[config.mk]
export PLATFORM = sky130hd
export DESIGN_NAME = spc_useq
export DESIGN_NICKNAME = d
export VERILOG_FILES = /design/src/rtl/spc_pkg.sv /design/src/rtl/spc_useq.sv
export SDC_FILE = /design/constraint.sdc
export NUM_CORES = 1
export LEC_CHECK = 0
export ABC_AREA = 0
export BUFFER_PORTS_ARGS = -buffer_cell sky130_fd_sc_hd__buf_2
export CAP_MARGIN = 20
export CORE_MARGIN = 1.5
export CORE_UTILIZATION = 53
export CTS_CLUSTER_SIZE = 40
export DETAILED_ROUTE_END_ITERATION = 10
export MAX_ROUTING_LAYER = met4
export PLACE_DENSITY = 0.78
export REMOVE_ABC_BUFFERS = 1
export SYNTH_ARGS = -nofsm -noshare
export SYNTH_HDL_FRONTEND = slang
export SYNTH_SLANG_ARGS = --single-unit
[constraint.sdc]
create_clock -name aclk -period 3.2 [get_ports aclk]
set_input_delay 0.64 -clock aclk [delete_from_list [all_inputs] [get_ports aclk]]
set_output_delay 0.64 -clock aclk [all_outputs]
set_load 0.03 [all_outputs]
[src/rtl/spc_pkg.sv]
// spc_pkg: shared constants, control word types and the microcode rom of the
// sieve prime counter. No dependencies.
package spc_pkg;

    // bitmap size and derived widths
    localparam int TABLE_ENTRIES = 1048576;
    localparam int MAP_AW        = $clog2(TABLE_ENTRIES);
    localparam int NUM_W         = MAP_AW + 1;          // holds bound plus a factor
    localparam int F_W           = (MAP_AW + 1) / 2 + 1; // factor up to sqrt(bound)+1
    localparam int SQ_W          = 2 * F_W;
    localparam int FIELD_W       = 20;                   // input field width
    localparam int CMP_W         = 25;                   // compare width, wider than every operand compared here
    localparam int CNT_W         = 17;
    localparam logic [CNT_W-1:0] COUNT_MAX = '1;

    // microcode address
    localparam int UPC_W = 4;
    typedef logic [UPC_W-1:0] upc_t;

    localparam upc_t PC_IDLE  = 4'd0;
    localparam upc_t PC_CHECK = 4'd1;
    localparam upc_t PC_CLEAR = 4'd2;
    localparam upc_t PC_FINIT = 4'd3;
    localparam upc_t PC_SQR   = 4'd4;
    localparam upc_t PC_FTEST = 4'd5;
    localparam upc_t PC_FWAIT = 4'd6;
    localparam upc_t PC_MARK  = 4'd7;
    localparam upc_t PC_FNEXT = 4'd8;
    localparam upc_t PC_CINIT = 4'd9;
    localparam upc_t PC_CREAD = 4'd10;
    localparam upc_t PC_CLAST = 4'd11;
    localparam upc_t PC_OUT   = 4'd12;
    localparam upc_t PC_DONE  = 4'd13;

    // datapath operation of one step
    typedef enum logic [3:0] {
        OP_NONE,
        OP_IDLE,    // take an item, load bounds
        OP_CLEAR,   // write 0 at n, n++
        OP_FINIT,   // f = 2
        OP_SQUARE,  // sq = f*f
        OP_FREAD,   // read map at f
        OP_MINIT,   // m = sq
        OP_MARK,    // write 1 at m, m += f
        OP_FINC,    // f++
        OP_CINIT,   // n = lo
        OP_CREAD,   // read map at n, n++
        OP_EMIT     // load the result register
    } op_t;

    // jump condition: jump to target when true, else fall through
    typedef enum logic [3:0] {
        COND_NEVER,
        COND_ALWAYS,
        COND_NO_ACCEPT,
        COND_HI_LT2,
        COND_CLR_MORE,
        COND_SQ_GT_HI,
        COND_COMPOSITE,
        COND_MARK_MORE,
        COND_LO_GT_HI,
        COND_CNT_MORE,
        COND_OUT_BUSY
    } cond_t;

    typedef struct packed {
        op_t   op;
        cond_t cond;
        upc_t  target;
    } uword_t;

    // status flags from the datapath to the sequencer
    typedef struct packed {
        logic no_accept;
        logic hi_lt2;
        logic clr_more;
        logic sq_gt_hi;
        logic composite;
        logic mark_more;
        logic lo_gt_hi;
        logic cnt_more;
        logic out_busy;
    } flags_t;

    // the program
    function automatic uword_t ucode_rom(input upc_t pc);
        uword_t w;
        case (pc)
            PC_IDLE:  w = '{OP_IDLE,   COND_NO_ACCEPT, PC_IDLE};
            PC_CHECK: w = '{OP_NONE,   COND_HI_LT2,    PC_OUT};
            PC_CLEAR: w = '{OP_CLEAR,  COND_CLR_MORE,  PC_CLEAR};
            PC_FINIT: w = '{OP_FINIT,  COND_NEVER,     PC_IDLE};
            PC_SQR:   w = '{OP_SQUARE, COND_NEVER,     PC_IDLE};
            PC_FTEST: w = '{OP_FREAD,  COND_SQ_GT_HI,  PC_CINIT};
            PC_FWAIT: w = '{OP_MINIT,  COND_COMPOSITE, PC_FNEXT};
            PC_MARK:  w = '{OP_MARK,   COND_MARK_MORE, PC_MARK};
            PC_FNEXT: w = '{OP_FINC,   COND_ALWAYS,    PC_SQR};
            PC_CINIT: w = '{OP_CINIT,  COND_LO_GT_HI,  PC_OUT};
            PC_CREAD: w = '{OP_CREAD,  COND_CNT_MORE,  PC_CREAD};
            PC_CLAST: w = '{OP_NONE,   COND_NEVER,     PC_IDLE};
            PC_OUT:   w = '{OP_EMIT,   COND_OUT_BUSY,  PC_OUT};
            PC_DONE:  w = '{OP_NONE,   COND_ALWAYS,    PC_IDLE};
            default:  w = '{OP_NONE,   COND_ALWAYS,    PC_IDLE};
        endcase
        return w;
    endfunction

endpackage

[src/rtl/spc_useq.sv]
// spc_useq: microcode sequencer, step counter plus conditional jumps over
// the program in spc_pkg.
module spc_useq (
    input  logic            aclk,
    input  logic            aresetn,
    input  spc_pkg::flags_t flags,
    output spc_pkg::uword_t uword
);
    import spc_pkg::*;

    upc_t pc_reg, pc_next;
    logic take;

    assign uword = ucode_rom(pc_reg);

    // condition select
    always_comb begin
        case (uword.cond)
            COND_NEVER:     take = 1'b0;
            COND_ALWAYS:    take = 1'b1;
            COND_NO_ACCEPT: take = flags.no_accept;
            COND_HI_LT2:    take = flags.hi_lt2;
            COND_CLR_MORE:  take = flags.clr_more;
            COND_SQ_GT_HI:  take = flags.sq_gt_hi;
            COND_COMPOSITE: take = flags.composite;
            COND_MARK_MORE: take = flags.mark_more;
            COND_LO_GT_HI:  take = flags.lo_gt_hi;
            COND_CNT_MORE:  take = flags.cnt_more;
            COND_OUT_BUSY:  take = flags.out_busy;
            default:        take = 1'b1;
        endcase
        pc_next = take ? uword.target : upc_t'(pc_reg + 1'b1);
    end

    // step counter
    always_ff @(posedge aclk) begin
        if (!aresetn) begin
            pc_reg <= PC_IDLE;
        end else begin
            pc_reg <= pc_next;
        end
    end

endmodule

==> results.md <==
- Mapped Area: between 1000 and 1500 um2
- Worst rel slew slack: between 60% and 70%
- Area Growth Syn to Fin: 16.5%
- Worst Path Required: about 3.4 ns
- Layout cell share with drive strength beyond 1: 27.5%
- Yosys Warn Count: 0
- Post-Synth Adder-Cell Area: under 10%
- Fmax achieved: 343 MHz
- DR WL/cell: between 10 and 15 um
- Die area: about 2200 um2
- Core Footprint: around 1800 um2
- DP HPWL: 1.67 mm
- CP cell instances: nor2b_1, or2_0, or3_1, nand2_2, mux2_2, ha_1, mux2_1, a221o_1
- Count leader, synth: dfxtp_1
- Crit path buf inv count: 0
- Final Hold Viols: 0
- Largest net degree at the start of global routing: 15
- Post-Synth Simple-Gate Area: around a fifth
- Period utilization: 91.0%
- RSZ-0062 raised after global routing: false
- Total CTS buffers: 3
- Worst setup EP type: flip-flop
- CP top delay family: simple AND/OR/NAND/NOR gates
- Post-synthesis xor/xnor area fraction: approximately 3.4%
- Post-synth EDFFs: 0
- Critical path class: flip-flop to flip-flop
- WL met2: ~1.1 mm
- Crit path depth: 8
- WL met3: 96 um
- Post CTS Setup Buffer Count: 0
- Ports: 23
- CTS resizes: 0
- Mean Syn Cell Area: 9.33 um2
- Post-Synthesis Cells: between 100 and 150
- Deepest clock path buffer count: 2
- Std-Cell Rows: 15
- Synth cell types: 44
- # setup viols final: 0
- Post-route DRC violation count: 0
- Root Buffer: clkbuf_4
- First-pass DRT Iterations: 4
- Vias: between 900 and 1000
- Clock sinks: 16
- Crit path DAT: roughly 3.1 ns
- Async set-or-reset flop fraction in the synthesized netlist: 0%
- DR iter-0 viols: 22
- Hold buffers post-CTS: 0
- Register area share after synthesis: between 30% and 40%
- Fin util: between 60% and 70%
- H-tree depth: 1
- Die height: 47.4 um
- Final net count: 157
- Flop2flop setup slack: approximately 0.29 ns
- Max IR drop VDD: approximately 0.65 mV
- Min Tclk post-route: just under 3 ns
- Routed vias/inst: 5.56
- Slew @ Worst Pin: ~0.54 ns
- Compound-Gate Fraction of Synth Area: a little over a fifth
- Starting density of the core: around three fifths
- CTS tree: built
- Dominant cell type by area after synthesis: dfxtp_1
- Die width: roughly 47 um
- Clock slew seen by the registers of the worst setup and hold paths: 0.10 ns
- Quantity of I/O buffers inserted on ports: 22
- Hold depth: 2
- Max-Cap Viols: 0
- Sum of negative setup slack: 0 ns
- Crit path largest cell delay: 0.52 ns
- Post-synthesis mux area share: between 10% and 20%
- Largest family of logic cells by synthesized area: compound AO/OA/AOI/OAI gates
- Ant diodes: 0
- CP Launch Type: flip-flop
- Antenna violations before repair: 0
- Top post-synthesis cells by area: dfxtp_1, ha_1, mux2i_1, xnor2_1, nor2b_1
- Gr usage total: about a quarter
- Max-slew violations: 0
- Vias in the first global route: just over 800
- Area fraction of the dominant cell type after synthesis: between 30% and 40%
- Met1 wire length: 1.05 mm
- Clk_lat worst skew: around 0.29 ns
- Synth Flop Type: dfxtp_1
- Leak pwr: between 0.0005 and 0.0006 uW
- Synth Register Bits: 16
- Top Metal Used: met4
- Top post-synthesis cells by count: dfxtp_1, mux2i_1, ha_1, inv_1, nor2_1
- Gr ovfl total: 0
- CP max FO: 9
- Worst r2r path cells: 8
- Cell Pwr Density: ~1300 nW/um2
- Setup Skew: 0.00378 ns
- GPL Wtd Cong: around 0.86
- Critical-path top delay cell: or3_1
- Routed wire length: ~2.3 mm
- Status: completed
- First-pass GRT wire length: ~3.5 mm
- Worst hold path type: flip-flop to flip-flop
- Max reg flops: 12
- Antenna Nets Post-Route: 0
## logic make-up (layout without fill, tap and decap cells)
| group | count (synthesis) | after routing |
|---|---|---|
| AO/OA/AOI/OAI | 26 | 26 |
| XOR/XNOR | 4 | 4 |
| adder cells (fa/ha/maj) | 7 | 7 |
| buffers and inverters | 11 | 37 |
| flip-flops | 16 | 16 |
| multiplexers | 11 | 11 |
| AND/OR/NAND/NOR | 37 | 37 |
## final timing paths
| kind | from | to |
|---|---|---|
| worst max register to register | uword[5] | uword[2] |
| worst min register to register | uword[1] | pc_reg[1] |
| worst max-delay path | uword[5] | uword[2] |
| worst min-delay path | uword[1] | pc_reg[1] |
## metal layers
layer,track usage (%),up-vias
met4,10.6,0
li1,-,455
met3,2.31,4
met1,26.2,423
met2,40.8,24
met5,-,-
## worst min-delay path: cells and delay by family (launching register included)
kind | cells | cell delay [ns]
AOI/OAI and AO/OA | 2 | 0.18
DFF | 1 | 0.32
## final cells by class
type                    instances  area, um2
clock buffers                   4       36.3
fillers                       155        566
inverters                       8       30.0
multi-input cells              85        667
flip-flops and latches         16        320
well taps                      25       31.3
repair buffers                 25        133
## cells in the final DEF (no fill, tap or decap), types with 2 or more instances in the layout
| cell | instances |
|---|---|
| nand3_1 | 4 |
| nor2b_1 | 5 |
| mux2i_1 | 8 |
| o21ai_0 | 4 |
| and3_1 | 2 |
| clkbuf_4 | 3 |
| nor2_1 | 7 |
| xnor2_1 | 4 |
| nor3_1 | 4 |
| buf_4 | 3 |
| nand2_1 | 4 |
| inv_1 | 7 |
| buf_2 | 22 |
| dfxtp_1 | 16 |
| a211oi_1 | 3 |
| o21a_1 | 2 |
| a21oi_1 | 4 |
| mux2_2 | 2 |
| ha_1 | 7 |
## power breakdown
part | internal (uW) | switching [uW] | leakage (uW) | total (uW)
logic | 428 | 624 | 0.000375 | 1050
clock network | 69.3 | 65.9 | 0.0000210 | 135
registers | 289 | 86.8 | 0.000132 | 376
## per-stage QoR
stage	hold WS, ns	std cells	total power, uW	setup WS (ns)	cell area (um2)
2_1_floorplan	0.635	109	1170	0.285	1020
3_3_place_gp	0.537	159	1400	0.283	1180
4_1_cts	0.545	163	1570	0.273	1220
5_1_grt	0.596	163	1690	0.113	1220
6_report	0.543	163	1560	0.289	1220
3_5_place_dp	0.537	159	1420	0.189	1180
Note: power is estimated with default switching activity, not from simulation.
